[config.mk]
export PLATFORM = sky130hd
export DESIGN_NAME = dc_predictor_with_quant_rescale_flat
export DESIGN_NICKNAME = d
export VERILOG_FILES = /design/src/rtl/dcp_pkg.sv /design/src/rtl/dcp_if.sv /design/src/rtl/dcp_rescale.sv /design/src/rtl/dc_predictor_with_quant_rescale.sv /design/src/flat_wrapper.sv
export SDC_FILE = /design/constraint.sdc
export NUM_CORES = 2
export LEC_CHECK = 0
export BUFFER_PORTS_ARGS = -buffer_cell sky130_fd_sc_hd__buf_2
export CAP_MARGIN = 20
export CORE_MARGIN = 1
export CORE_UTILIZATION = 40
export CTS_BUF_LIST = sky130_fd_sc_hd__clkbuf_8
export CTS_CLUSTER_DIAMETER = 60
export CTS_CLUSTER_SIZE = 40
export DETAILED_ROUTE_END_ITERATION = 12
export GPL_TIMING_DRIVEN = 0
export PLACE_DENSITY = 0.58
export SETUP_SLACK_MARGIN = 0.1
export SYNTH_ARGS = -nofsm -noshare
export SYNTH_HDL_FRONTEND = slang
export SYNTH_SLANG_ARGS = --single-unit
[constraint.sdc]
create_clock -name i_clk -period 17.5 [get_ports i_clk]
set_input_delay 2.625 -clock i_clk [delete_from_list [all_inputs] [get_ports i_clk]]
set_output_delay 2.625 -clock i_clk [all_outputs]
set_load 0.02 [all_outputs]
[src/rtl/dcp_pkg.sv]
// Shared types, constants and lookup functions for the DC predictor.
// No dependencies; used by the interfaces, the rescale lane and the top level.
`default_nettype none
package dcp_pkg;

    localparam int DcWidth    = 12;
    localparam int QuantWidth = 6;
    localparam int PredWidth  = 16;
    localparam int ValWidth   = 17;   // rescaled neighbour value, signed
    localparam int RecipWidth = 19;
    localparam int RescaleShift = 18;
    localparam int RoundAdd   = 'h20000;

    typedef struct packed {
        logic s2;
        logic s3;
        logic s4;
    } t_lane_en;

    localparam logic [4:0] DcScaleTab [32] = '{
        5'd0,  5'd2,  5'd4,  5'd8,  5'd8,  5'd8,  5'd9,  5'd9,
        5'd10, 5'd10, 5'd11, 5'd11, 5'd12, 5'd12, 5'd13, 5'd13,
        5'd14, 5'd14, 5'd15, 5'd15, 5'd16, 5'd16, 5'd17, 5'd17,
        5'd18, 5'd18, 5'd19, 5'd19, 5'd20, 5'd20, 5'd21, 5'd21
    };

    // magnitude of a quantizer, -32 saturates to 31
    function automatic logic [4:0] qmag(input logic [QuantWidth-1:0] q);
        logic [QuantWidth-1:0] m;
        m = q[QuantWidth-1] ? (~q + 1'b1) : q;
        return m[QuantWidth-1] ? 5'd31 : m[4:0];
    endfunction

    function automatic logic [4:0] dcscale(input logic [4:0] q);
        return DcScaleTab[q];
    endfunction

    // round(2^18 / s) for scales 1 to 21, covering every nonzero scale the DC table can yield; others give 0
    function automatic logic [RecipWidth-1:0] recip(input logic [4:0] s);
        logic [RecipWidth-1:0] r;
        case (s)
            5'd1:  r = 19'h40000;
            5'd2:  r = 19'h20000;
            5'd3:  r = 19'h15555;
            5'd4:  r = 19'h10000;
            5'd5:  r = 19'h0CCCD;
            5'd6:  r = 19'h0AAAB;
            5'd7:  r = 19'h09249;
            5'd8:  r = 19'h08000;
            5'd9:  r = 19'h071C7;
            5'd10: r = 19'h06666;
            5'd11: r = 19'h05D17;
            5'd12: r = 19'h05555;
            5'd13: r = 19'h04EC5;
            5'd14: r = 19'h04925;
            5'd15: r = 19'h04444;
            5'd16: r = 19'h04000;
            5'd17: r = 19'h03C3C;
            5'd18: r = 19'h038E4;
            5'd19: r = 19'h035E5;
            5'd20: r = 19'h03333;
            5'd21: r = 19'h030C3;
            default: r = '0;
        endcase
        return r;
    endfunction

endpackage
`default_nettype wire

[src/rtl/dcp_if.sv]
// Input and output channel interfaces of the DC predictor.
// Depends on dcp_pkg for field widths.
`default_nettype none
interface dcp_in_if;
    logic                                    valid;
    logic                                    ready;
    logic signed [dcp_pkg::DcWidth-1:0]      top_dc;
    logic signed [dcp_pkg::QuantWidth-1:0]   top_quant;
    logic signed [dcp_pkg::DcWidth-1:0]      left_dc;
    logic signed [dcp_pkg::QuantWidth-1:0]   left_quant;
    logic signed [dcp_pkg::DcWidth-1:0]      corner_dc;
    logic signed [dcp_pkg::QuantWidth-1:0]   corner_quant;
    logic signed [dcp_pkg::QuantWidth-1:0]   current_quant;
    logic                                    top_present;
    logic                                    left_present;

    modport source (
        output valid, top_dc, top_quant, left_dc, left_quant, corner_dc, corner_quant,
               current_quant, top_present, left_present,
        input  ready
    );
    modport sink (
        input  valid, top_dc, top_quant, left_dc, left_quant, corner_dc, corner_quant,
               current_quant, top_present, left_present,
        output ready
    );
endinterface

interface dcp_out_if;
    logic                                    valid;
    logic                                    ready;
    logic signed [dcp_pkg::PredWidth-1:0]    predicted_dc;
    logic                                    from_left;

    modport source (output valid, predicted_dc, from_left, input ready);
    modport sink   (input  valid, predicted_dc, from_left, output ready);
endinterface
`default_nettype wire

[src/rtl/dcp_rescale.sv]
// One neighbour rescale lane: quantizer lookup, two multiplies, round and shift.
// Three register stages, each loaded by its stage enable. Depends on dcp_pkg.
`default_nettype none
module dcp_rescale (
    input  wire logic                                   i_clk,
    input  wire dcp_pkg::t_lane_en                      i_en,
    input  wire logic signed [dcp_pkg::DcWidth-1:0]     i_dc,
    input  wire logic [dcp_pkg::QuantWidth-1:0]         i_nq,
    input  wire logic [dcp_pkg::QuantWidth-1:0]         i_cq,
    output logic signed [dcp_pkg::ValWidth-1:0]         o_val
);
    localparam int P1Width = dcp_pkg::DcWidth + 6;
    localparam int P2Width = P1Width + dcp_pkg::RecipWidth + 1;

    logic [4:0] nq, cq, cs;

    logic signed [dcp_pkg::DcWidth-1:0]  r2_dc, r3_dc, r4_dc;
    logic [4:0]                          r2_ns;
    logic [dcp_pkg::RecipWidth-1:0]      r2_rc, r3_rc;
    logic                                r2_byp, r3_byp, r4_byp;
    logic                                r2_zro, r3_zro, r4_zro;
    logic signed [P1Width-1:0]           r3_p;
    logic signed [P2Width-1:0]           r4_t;
    logic signed [P2Width-1:0]           n4_t;

    always_comb begin
        nq = dcp_pkg::qmag(i_nq);
        cq = dcp_pkg::qmag(i_cq);
        cs = dcp_pkg::dcscale(cq);
    end

    always_ff @(posedge i_clk) begin
        if (i_en.s2) begin
            r2_dc  <= i_dc;
            r2_ns  <= dcp_pkg::dcscale(nq);
            r2_rc  <= dcp_pkg::recip(cs);
            r2_byp <= (nq == 5'd0) || (nq == cq);
            r2_zro <= (cs == 5'd0);
        end
    end

    always_ff @(posedge i_clk) begin
        if (i_en.s3) begin
            r3_p   <= P1Width'(r2_dc * $signed({1'b0, r2_ns}));
            r3_rc  <= r2_rc;
            r3_dc  <= r2_dc;
            r3_byp <= r2_byp;
            r3_zro <= r2_zro;
        end
    end

    assign n4_t = P2Width'(r3_p * $signed({1'b0, r3_rc})) + P2Width'(dcp_pkg::RoundAdd);

    always_ff @(posedge i_clk) begin
        if (i_en.s4) begin
            r4_t   <= n4_t;
            r4_dc  <= r3_dc;
            r4_byp <= r3_byp;
            r4_zro <= r3_zro;
        end
    end

    // arithmetic shift gives the floor the rounding needs
    always_comb begin
        if (r4_byp) begin
            o_val = dcp_pkg::ValWidth'(r4_dc);
        end else if (r4_zro) begin
            o_val = '0;
        end else begin
            o_val = r4_t[dcp_pkg::RescaleShift +: dcp_pkg::ValWidth];
        end
    end

endmodule
`default_nettype wire

[src/rtl/dc_predictor_with_quant_rescale.sv]
// Top level of the intra DC predictor with quantizer rescaling.
// Depends on dcp_pkg, dcp_in_if / dcp_out_if and dcp_rescale.
//
// Usage:
//   i_in  (sink)  : one transfer per block with the three neighbour DC levels,
//                   their quantizers, the current quantizer and the two
//                   availability flags.
//   o_out (source): one transfer per input with the predictor and the
//                   direction flag (1 = left, also when no neighbour exists).
//   One item is taken every cycle while i_in.ready is high; six stages
//   (input register, three rescale-lane stages with the two multiplies,
//   gradient difference, select) each hold one item.
//   Each stage has its own valid bit and loads when it is empty or its
//   successor moves, so bubbles close up while the receiver stalls; i_in.ready
//   drops only when all six stages hold data and o_out.ready is low.
//   Reset clears all valid bits; no data is lost or repeated across a stall.
`default_nettype none
module dc_predictor_with_quant_rescale (
    input  wire logic   i_clk,
    input  wire logic   i_rst_n,
    dcp_in_if.sink      i_in,
    dcp_out_if.source   o_out
);
    localparam int VW = dcp_pkg::ValWidth;

    logic [6:1] r_v;
    logic [6:1] en;

    logic signed [dcp_pkg::DcWidth-1:0]   r1_tdc, r1_ldc, r1_cdc;
    logic [dcp_pkg::QuantWidth-1:0]       r1_tq, r1_lq, r1_cnq, r1_cq;
    logic [1:0]                           r1_pr, r2_pr, r3_pr, r4_pr;

    dcp_pkg::t_lane_en                    lane_en;
    logic signed [VW-1:0]                 va, vb, vc;
    logic signed [VW-1:0]                 a5, b5, c5;
    logic signed [VW:0]                   dab, dbc;

    logic signed [VW-1:0]                 r5_a, r5_c;
    logic [VW:0]                          r5_dab, r5_dbc;
    logic                                 r5_ta, r5_la;

    logic                                 n6_left;
    logic signed [dcp_pkg::PredWidth-1:0] r6_pred;
    logic                                 r6_fl;

    always_comb begin
        en[6] = !r_v[6] || o_out.ready;
        for (int k = 5; k >= 1; k--) begin
            en[k] = !r_v[k] || en[k+1];
        end
    end

    assign i_in.ready = en[1];

    always_ff @(posedge i_clk) begin
        if (!i_rst_n) begin
            r_v <= '0;
        end else begin
            if (en[1]) r_v[1] <= i_in.valid;
            for (int k = 2; k <= 6; k++) begin
                if (en[k]) r_v[k] <= r_v[k-1];
            end
        end
    end

    always_ff @(posedge i_clk) begin
        if (en[1]) begin
            r1_tdc <= i_in.top_dc;
            r1_ldc <= i_in.left_dc;
            r1_cdc <= i_in.corner_dc;
            r1_tq  <= i_in.top_quant;
            r1_lq  <= i_in.left_quant;
            r1_cnq <= i_in.corner_quant;
            r1_cq  <= i_in.current_quant;
            r1_pr  <= {i_in.top_present, i_in.left_present};
        end
        if (en[2]) r2_pr <= r1_pr;
        if (en[3]) r3_pr <= r2_pr;
        if (en[4]) r4_pr <= r3_pr;
    end

    assign lane_en = '{s2: en[2], s3: en[3], s4: en[4]};

    dcp_rescale u_top (
        .i_clk (i_clk), .i_en (lane_en), .i_dc (r1_tdc), .i_nq (r1_tq),
        .i_cq (r1_cq), .o_val (va)
    );
    dcp_rescale u_corner (
        .i_clk (i_clk), .i_en (lane_en), .i_dc (r1_cdc), .i_nq (r1_cnq),
        .i_cq (r1_cq), .o_val (vb)
    );
    dcp_rescale u_left (
        .i_clk (i_clk), .i_en (lane_en), .i_dc (r1_ldc), .i_nq (r1_lq),
        .i_cq (r1_cq), .o_val (vc)
    );

    // corner only counts when both neighbours are present
    always_comb begin
        a5  = r4_pr[1] ? va : '0;
        c5  = r4_pr[0] ? vc : '0;
        b5  = (r4_pr[1] && r4_pr[0]) ? vb : '0;
        dab = (VW+1)'(a5) - (VW+1)'(b5);
        dbc = (VW+1)'(b5) - (VW+1)'(c5);
    end

    always_ff @(posedge i_clk) begin
        if (en[5]) begin
            r5_a   <= a5;
            r5_c   <= c5;
            r5_dab <= dab[VW] ? (VW+1)'(-dab) : dab;
            r5_dbc <= dbc[VW] ? (VW+1)'(-dbc) : dbc;
            r5_ta  <= r4_pr[1];
            r5_la  <= r4_pr[0];
        end
    end

    assign n6_left = r5_la && (!r5_ta || (r5_dab <= r5_dbc));

    always_ff @(posedge i_clk) begin
        if (en[6]) begin
            if (n6_left) begin
                r6_pred <= dcp_pkg::PredWidth'(r5_c);
            end else if (r5_ta) begin
                r6_pred <= dcp_pkg::PredWidth'(r5_a);
            end else begin
                r6_pred <= '0;
            end
            r6_fl <= n6_left || (!r5_ta && !r5_la);
        end
    end

    assign o_out.valid        = r_v[6];
    assign o_out.predicted_dc = r6_pred;
    assign o_out.from_left    = r6_fl;

`ifndef SYNTH
    a_stall_only_when_full: assert property (@(posedge i_clk) disable iff (!i_rst_n)
        !i_in.ready |-> (&r_v) && !o_out.ready)
        else $error("input stalled with room in the pipeline");

    a_advance_to_out: assert property (@(posedge i_clk) disable iff (!i_rst_n)
        (o_out.ready && r_v[5]) |=> o_out.valid)
        else $error("stage 5 item did not reach the output");

    a_top_masked: assert property (@(posedge i_clk) disable iff (!i_rst_n)
        (r_v[5] && !r5_ta) |-> (r5_a == '0))
        else $error("absent top neighbour has nonzero value");

    a_no_neighbour: assert property (@(posedge i_clk) disable iff (!i_rst_n)
        (r_v[5] && en[6] && !r5_ta && !r5_la) |=> (r6_pred == '0) && r6_fl)
        else $error("no-neighbour case gave a nonzero predictor");
`endif

endmodule
`default_nettype wire

[src/flat_wrapper.sv]
// flat-port wrapper written by rule: the top's interface ports become plain ports
module dc_predictor_with_quant_rescale_flat 
  (i_clk, i_rst_n, i_in_valid, i_in_top_dc, i_in_top_quant, i_in_left_dc, i_in_left_quant, i_in_corner_dc, i_in_corner_quant, i_in_current_quant, i_in_top_present, i_in_left_present, i_in_ready, o_out_valid, o_out_predicted_dc, o_out_from_left, o_out_ready);
  dcp_in_if i_in_i ();
  dcp_out_if o_out_i ();
  input  wire logic i_clk;
  input  wire logic i_rst_n;
  input wire logic [$bits(i_in_i.valid)-1:0] i_in_valid;
  input wire logic [$bits(i_in_i.top_dc)-1:0] i_in_top_dc;
  input wire logic [$bits(i_in_i.top_quant)-1:0] i_in_top_quant;
  input wire logic [$bits(i_in_i.left_dc)-1:0] i_in_left_dc;
  input wire logic [$bits(i_in_i.left_quant)-1:0] i_in_left_quant;
  input wire logic [$bits(i_in_i.corner_dc)-1:0] i_in_corner_dc;
  input wire logic [$bits(i_in_i.corner_quant)-1:0] i_in_corner_quant;
  input wire logic [$bits(i_in_i.current_quant)-1:0] i_in_current_quant;
  input wire logic [$bits(i_in_i.top_present)-1:0] i_in_top_present;
  input wire logic [$bits(i_in_i.left_present)-1:0] i_in_left_present;
  output wire logic [$bits(i_in_i.ready)-1:0] i_in_ready;
  output wire logic [$bits(o_out_i.valid)-1:0] o_out_valid;
  output wire logic [$bits(o_out_i.predicted_dc)-1:0] o_out_predicted_dc;
  output wire logic [$bits(o_out_i.from_left)-1:0] o_out_from_left;
  input wire logic [$bits(o_out_i.ready)-1:0] o_out_ready;
  assign i_in_i.valid = i_in_valid;
  assign i_in_i.top_dc = i_in_top_dc;
  assign i_in_i.top_quant = i_in_top_quant;
  assign i_in_i.left_dc = i_in_left_dc;
  assign i_in_i.left_quant = i_in_left_quant;
  assign i_in_i.corner_dc = i_in_corner_dc;
  assign i_in_i.corner_quant = i_in_corner_quant;
  assign i_in_i.current_quant = i_in_current_quant;
  assign i_in_i.top_present = i_in_top_present;
  assign i_in_i.left_present = i_in_left_present;
  assign i_in_ready = i_in_i.ready;
  assign o_out_valid = o_out_i.valid;
  assign o_out_predicted_dc = o_out_i.predicted_dc;
  assign o_out_from_left = o_out_i.from_left;
  assign o_out_i.ready = o_out_ready;
  dc_predictor_with_quant_rescale u_core (.i_clk(i_clk), .i_rst_n(i_rst_n), .i_in(i_in_i), .o_out(o_out_i));
endmodule
-- Yosys cells after proc, flatten, opt, wreduce, memory -nomap -nowiden
Memory sizes are Yosys's and may differ from the RTL's. A register that Yosys moved wholly into a read port is not among the register bits.
Index checks and enable logic that the tools add are counted.
- register bits: 497
- memory bits (read-only): 2464
- output and inout bits: 19
- word-level logic and storage cells: 143
- memories: 7
- memories (name ; depth ; width ; read ports ; clocked after memory_dff ; wr ports ; RTL line ; text):
    (no name shown) ; 32 ; 19 ; 1 ; 1 ; 0 ; dcp_pkg.sv:41 ; case (s)
    (no name shown) ; 32 ; 19 ; 1 ; 1 ; 0 ; dcp_pkg.sv:41 ;
    (no name shown) ; 32 ; 19 ; 1 ; 1 ; 0 ; dcp_pkg.sv:41 ;
    (no name shown) ; 32 ; 5 ; 1 ; 1 ; 0 ; dcp_pkg.sv:35 ; return DcScaleTab[q];
    (no name shown) ; 32 ; 5 ; 1 ; 0 ; 0 ; dcp_pkg.sv:35 ;
    (no name shown) ; 32 ; 5 ; 1 ; 1 ; 0 ; dcp_pkg.sv:35 ;
    +1 memories ; -- ; -- ; -- ; -- ; -- ; -- ;
- add/subtract/negate cells: 11
- multipliers: 6
- order comparisons: 2
- eq/ne operators: 3
- muxes and demuxes: 23
- bitwise logic cells: 8
- reductions and logical operators: 26
- operators by type and width (kind ; number):
    17-bit two-way mux ; 11
    35-bit by 19-bit adder with 35-bit output (second input constant) ; 3
    18-bit by 20-bit multiplier with 35-bit output ; 3
    12-bit by 6-bit multiplier with 18-bit output ; 3
    18-bit negator ; 2
    17-bit by 17-bit subtractor with 18-bit output ; 2
    16-bit two-way mux ; 2
    5-bit two-way mux ; 6
    6-bit by 1-bit adder with 6-bit output (second input constant) ; 4
    6-bit two-way mux ; 4
    5-bit inverter with 6-bit output ; 4
    6-bit inverter ; 4
    5-bit zero test ; 4
    18-bit less-or-equal comparator ; 1
    5-bit equality test ; 3
    1-bit logical OR ; 11
    1-bit zero test ; 8
    6-bit greater-or-equal comparator (second input constant) ; 1
    1-bit logical AND ; 3

-- Logic depth before layout (Yosys ltp)
- depth after elaboration: 9
- depth in mapped cells: 26
- depth with buffers taken out: 24

-- Cells and area by module
From an unflattened synthesis, not the netlist that was laid out.
- cell total of the unflattened synthesis: 6065
- area, all modules: 62663.8 um^2
- modules (own cells, without submodules) (module ; instances ; cells an instance ; area an instance (um^2)):
    dcp_rescale at u_core.u_corner ; 1 ; 1794 ; 18146.2
    dcp_rescale at u_core.u_left ; 1 ; 1751 ; 17842.1
    dcp_rescale at u_core.u_top ; 1 ; 1751 ; 17797.1
    dc_predictor_with_quant_rescale ; 1 ; 769 ; 8878.5

-- Least setup slack after synthesis
No wires, ideal clock.
- path kind: in2out
- start point: input port o_out_ready
- end point: output port i_in_ready
- arrival: 4.811 ns
- data required time: 14.875 ns
- setup slack: 10.064 ns
- stages: 4
- cells stage by stage: nor2b_1 and3_1 and2_1 nand3_1
- cells in the longest elaborated chain, start to end: 6
- ends and longest elaborated chain (item ; RTL line ; text):
    start, declared ; flat_wrapper.sv:22 ; input wire logic [$bits(o_out_i.ready)-1:0] o_out_ready;
    1-bit logical OR ; dc_predictor_with_quant_rescale.sv:47 ; en[6] = !r_v[6] || o_out.ready;
    1-bit logical OR (5 in a row) ; dc_predictor_with_quant_rescale.sv:49 ; en[k] = !r_v[k] || en[k+1];
    end, declared ; flat_wrapper.sv:18 ; output wire logic [$bits(i_in_i.ready)-1:0] i_in_ready;
Every way passes these cells.

==> results_dict.tcl <==
set metrics [dict create \
    placement.io_buffers 84 \
    final_common_cell "inv_1" \
    maxSlewHeadroom_pct 18.7 \
    fillers 14000 \
    firstDrtPassIters 6 \
    cts_max_level 2 \
    setup_violations 0 \
    crit_arrival_ns 9.91 \
    finalSetupTns_ns 0 \
    via_per_inst 5.18 \
    final.period_utilization_pct 54.4 \
    cts_tree "built" \
    gr-total-overflow 0 \
    syn_to_final_growth_pct 6.94 \
    drive_gt1_share_pct 3.45 \
    finalClockSkew_ns 0.0624 \
    post_synth.cell_area_avg_um2 10.1 \
    drtIter0Drc 3280 \
    wl_per_cell_um 22.2 \
    endpoint_kind "flip-flop" \
    coreArea_mm2 0.143 \
    wl_um 173000 \
    die_area_mm2 0.146 \
    instances_no_fill 7771 \
    vias 40200 \
    seq_area_mm2 0.0131 \
    drv_cap 0 \
    fin_area_mm2 0.0617 \
    holdBufCountCts 0 \
    place.gp.congestion 1.00 \
    ys.flop_type "edfxtp_1" \
    clk_pin_slew_ns 0.14 \
    hpwlAfterDp_um 140000 \
    fin_crit_ns 9.51 \
    ant_nets 0 \
    grt_pass1_wl_um 261000 \
    post-place-ws_ns 8.43 \
    die_h_um 382 \
    cts_setup_buffers 0 \
    cts_sinks 439 \
    ioPinCount 85 \
    syn_nets 7274 \
    grtUsageTotal_pct 24.1 \
    clk_latency_ns 0.70 \
    cts_resized 0 \
    synthArstFlopShare_pct 0 \
    syn-cell-area_mm2 0.0577 \
    drc_errors 0 \
    cts_buffers 37 \
    tightest_slew_ns 1.22 \
    yosysSeqAreaShare_pct 22.7 \
    multiInputGateArea_mm2 0.0393 \
    start_util_pct 40.3 \
    synth_cells 5693 \
    hp-class "flip-flop to flip-flop" \
    fin_ws_ns 7.99 \
    final_nets 7408 \
    status "finished clean" \
    ys_warn_count 0 \
    grt_max_degree 75 \
    rows 139 \
    ys_ff_latch 439 \
    rsz0062_at_grt "no" \
    cp_max_fo 10 \
    finalHoldViolCount 0 \
    clockBufferDepth 3 \
    antenna_found_initial 18 \
    required_ns 17.90 \
    placed_cells 7689 \
    place_area_mm2 0.0607 \
    die_w_um 382 \
    grt_pass1_vias 41800 \
    cts_root_buffer "clkbuf_8" \
    slew_violations 0 \
    max_freq_ghz 0.105 \
    synth.distinct_cells 85 \
    synth_edf_count 433 \
    crit_type "flip-flop to flip-flop" \
    cp-start-kind "flip-flop" \
    mostFrequentLayoutCells "1175 x inv_1, 926 x fa_1, 654 x and2_1" \
]
==> worst paths after layout <==
check | startpoint | depth (start not counted) | slack [ns] | endpoint
worst max-delay path | u_core.u_left.r3_rc[11] | 19 | 7.99 | u_core.u_top.r4_t[34]
worst min-delay path | u_core.u_corner.r3_byp | 0 | 0.41 | u_core.u_corner.r4_byp
worst max register to register | u_core.u_left.r3_rc[11] | 19 | 7.99 | u_core.u_top.r4_t[34]
worst min register to register | u_core.u_corner.r3_byp | 0 | 0.41 | u_core.u_corner.r4_byp
==> worst max-delay path, cell delays in order (launching register included) <==
cell and delay [ns]:
edfxtp_1 0.36, clkbuf_1 0.87, clkbuf_1 0.90, nand2_1 0.17
fa_1 0.53, fa_1 0.52, fa_1 0.51, inv_1 0.05
fa_1 0.55, fa_1 0.47, fa_1 0.56, fa_1 0.46
ha_1 0.23, or3_1 0.39, a221oi_1 0.95, o32ai_1 0.41
a211oi_1 0.51, o21ai_1 0.22, o41ai_1 0.37, xnor2_1 0.13
==> layer usage <==
metal	track usage (%)	up-vias	share of wire, %
met5	0	-	0.022
met4	9.32	6	4.4
met3	4.66	290	8.1
met2	37.8	1551	45
met1	32.8	20500	43
li1	-	17900	-
==> area by class of cell <==
type                       count  area share, %
antenna                       13         0.0527
timing repair buffer          95           1.01
tap                         1903           3.86
multi-input combinational   3846           63.7
clock buffer                  38          0.847
buffer                       230           1.43
sequential                   439           21.3
inverter                    1178           7.17
clock inverter                29          0.671
==> registers in the layout (all words and copies together), names as in the netlist, 16 cells and up <==
register,count
u_core.u_corner.r2_rc,19
u_core.u_left.r3_rc,19
u_core.r5_dab,18
u_core.r5_dbc,18
u_core.u_corner.r3_p,18
u_core.u_left.r3_p,18
u_core.u_top.r3_p,18
u_core.u_corner.r4_t,17
u_core.u_left.r4_t,17
u_core.u_top.r4_t,17
u_core.o_out.predicted_dc,16
u_core.r5_a,16
u_core.r5_c,16
==> synthesized netlist by cell type, types with 8 or more instances <==
cell type / instances / area (um2)
and3_1: 12 / 75.1
nor3_1: 42 / 210
a22o_1: 22 / 193
nor4_1: 10 / 62.6
nand4_1: 18 / 113
xor2_1: 45 / 394
o21ai_0: 74 / 370
edfxtp_1: 433 / 13000
fa_1: 926 / 18500
nand2_1: 629 / 2360
a211oi_1: 16 / 120
ha_1: 589 / 7370
xnor2_1: 135 / 1180
o211ai_1: 12 / 90.1
a21o_1: 36 / 270
a22oi_1: 14 / 105
clkbuf_1: 219 / 822
o31ai_1: 11 / 82.6
nor2_1: 131 / 492
o22ai_1: 12 / 75.1
a21boi_0: 8 / 60.1
and2_1: 654 / 4090
inv_1: 1177 / 4420
nor2b_1: 70 / 438
a21oi_1: 112 / 561
nand3_1: 35 / 175
mux2i_1: 25 / 250
a31oi_1: 21 / 131
nand2b_1: 38 / 238
o21a_1: 26 / 195
==> per-stage QoR <==
| stage | hold slack, ns | util (%) |
|---|---|---|
| floorplan | 0.400 | - |
| global placement | 0.400 | 42.2 |
| detailed placement | 0.405 | 42.4 |
| CTS | 0.408 | 43.0 |
| global route | 0.409 | 43.1 |
| finish | 0.412 | 43.1 |
==> cells by family (layout without fill, tap and decap cells) <==
logic type | Yosys count | in the layout | synth area share (%)
simple gates | 1687 | 1687 | 15.0
fa+ha+maj | 1515 | 1515 | 44.9
buf+inv | 1408 | 1570 | 9.19
flops | 439 | 439 | 22.7
compound gates | 437 | 437 | 5.03
xor+xnor | 180 | 180 | 2.73
mux | 26 | 26 | 0.453
other cells | 1 | 14 | 0.00650
Power is left out: the tool's default activity adds up to more than one toggle a clock period on the data nets, which glitch-free logic cannot reach.
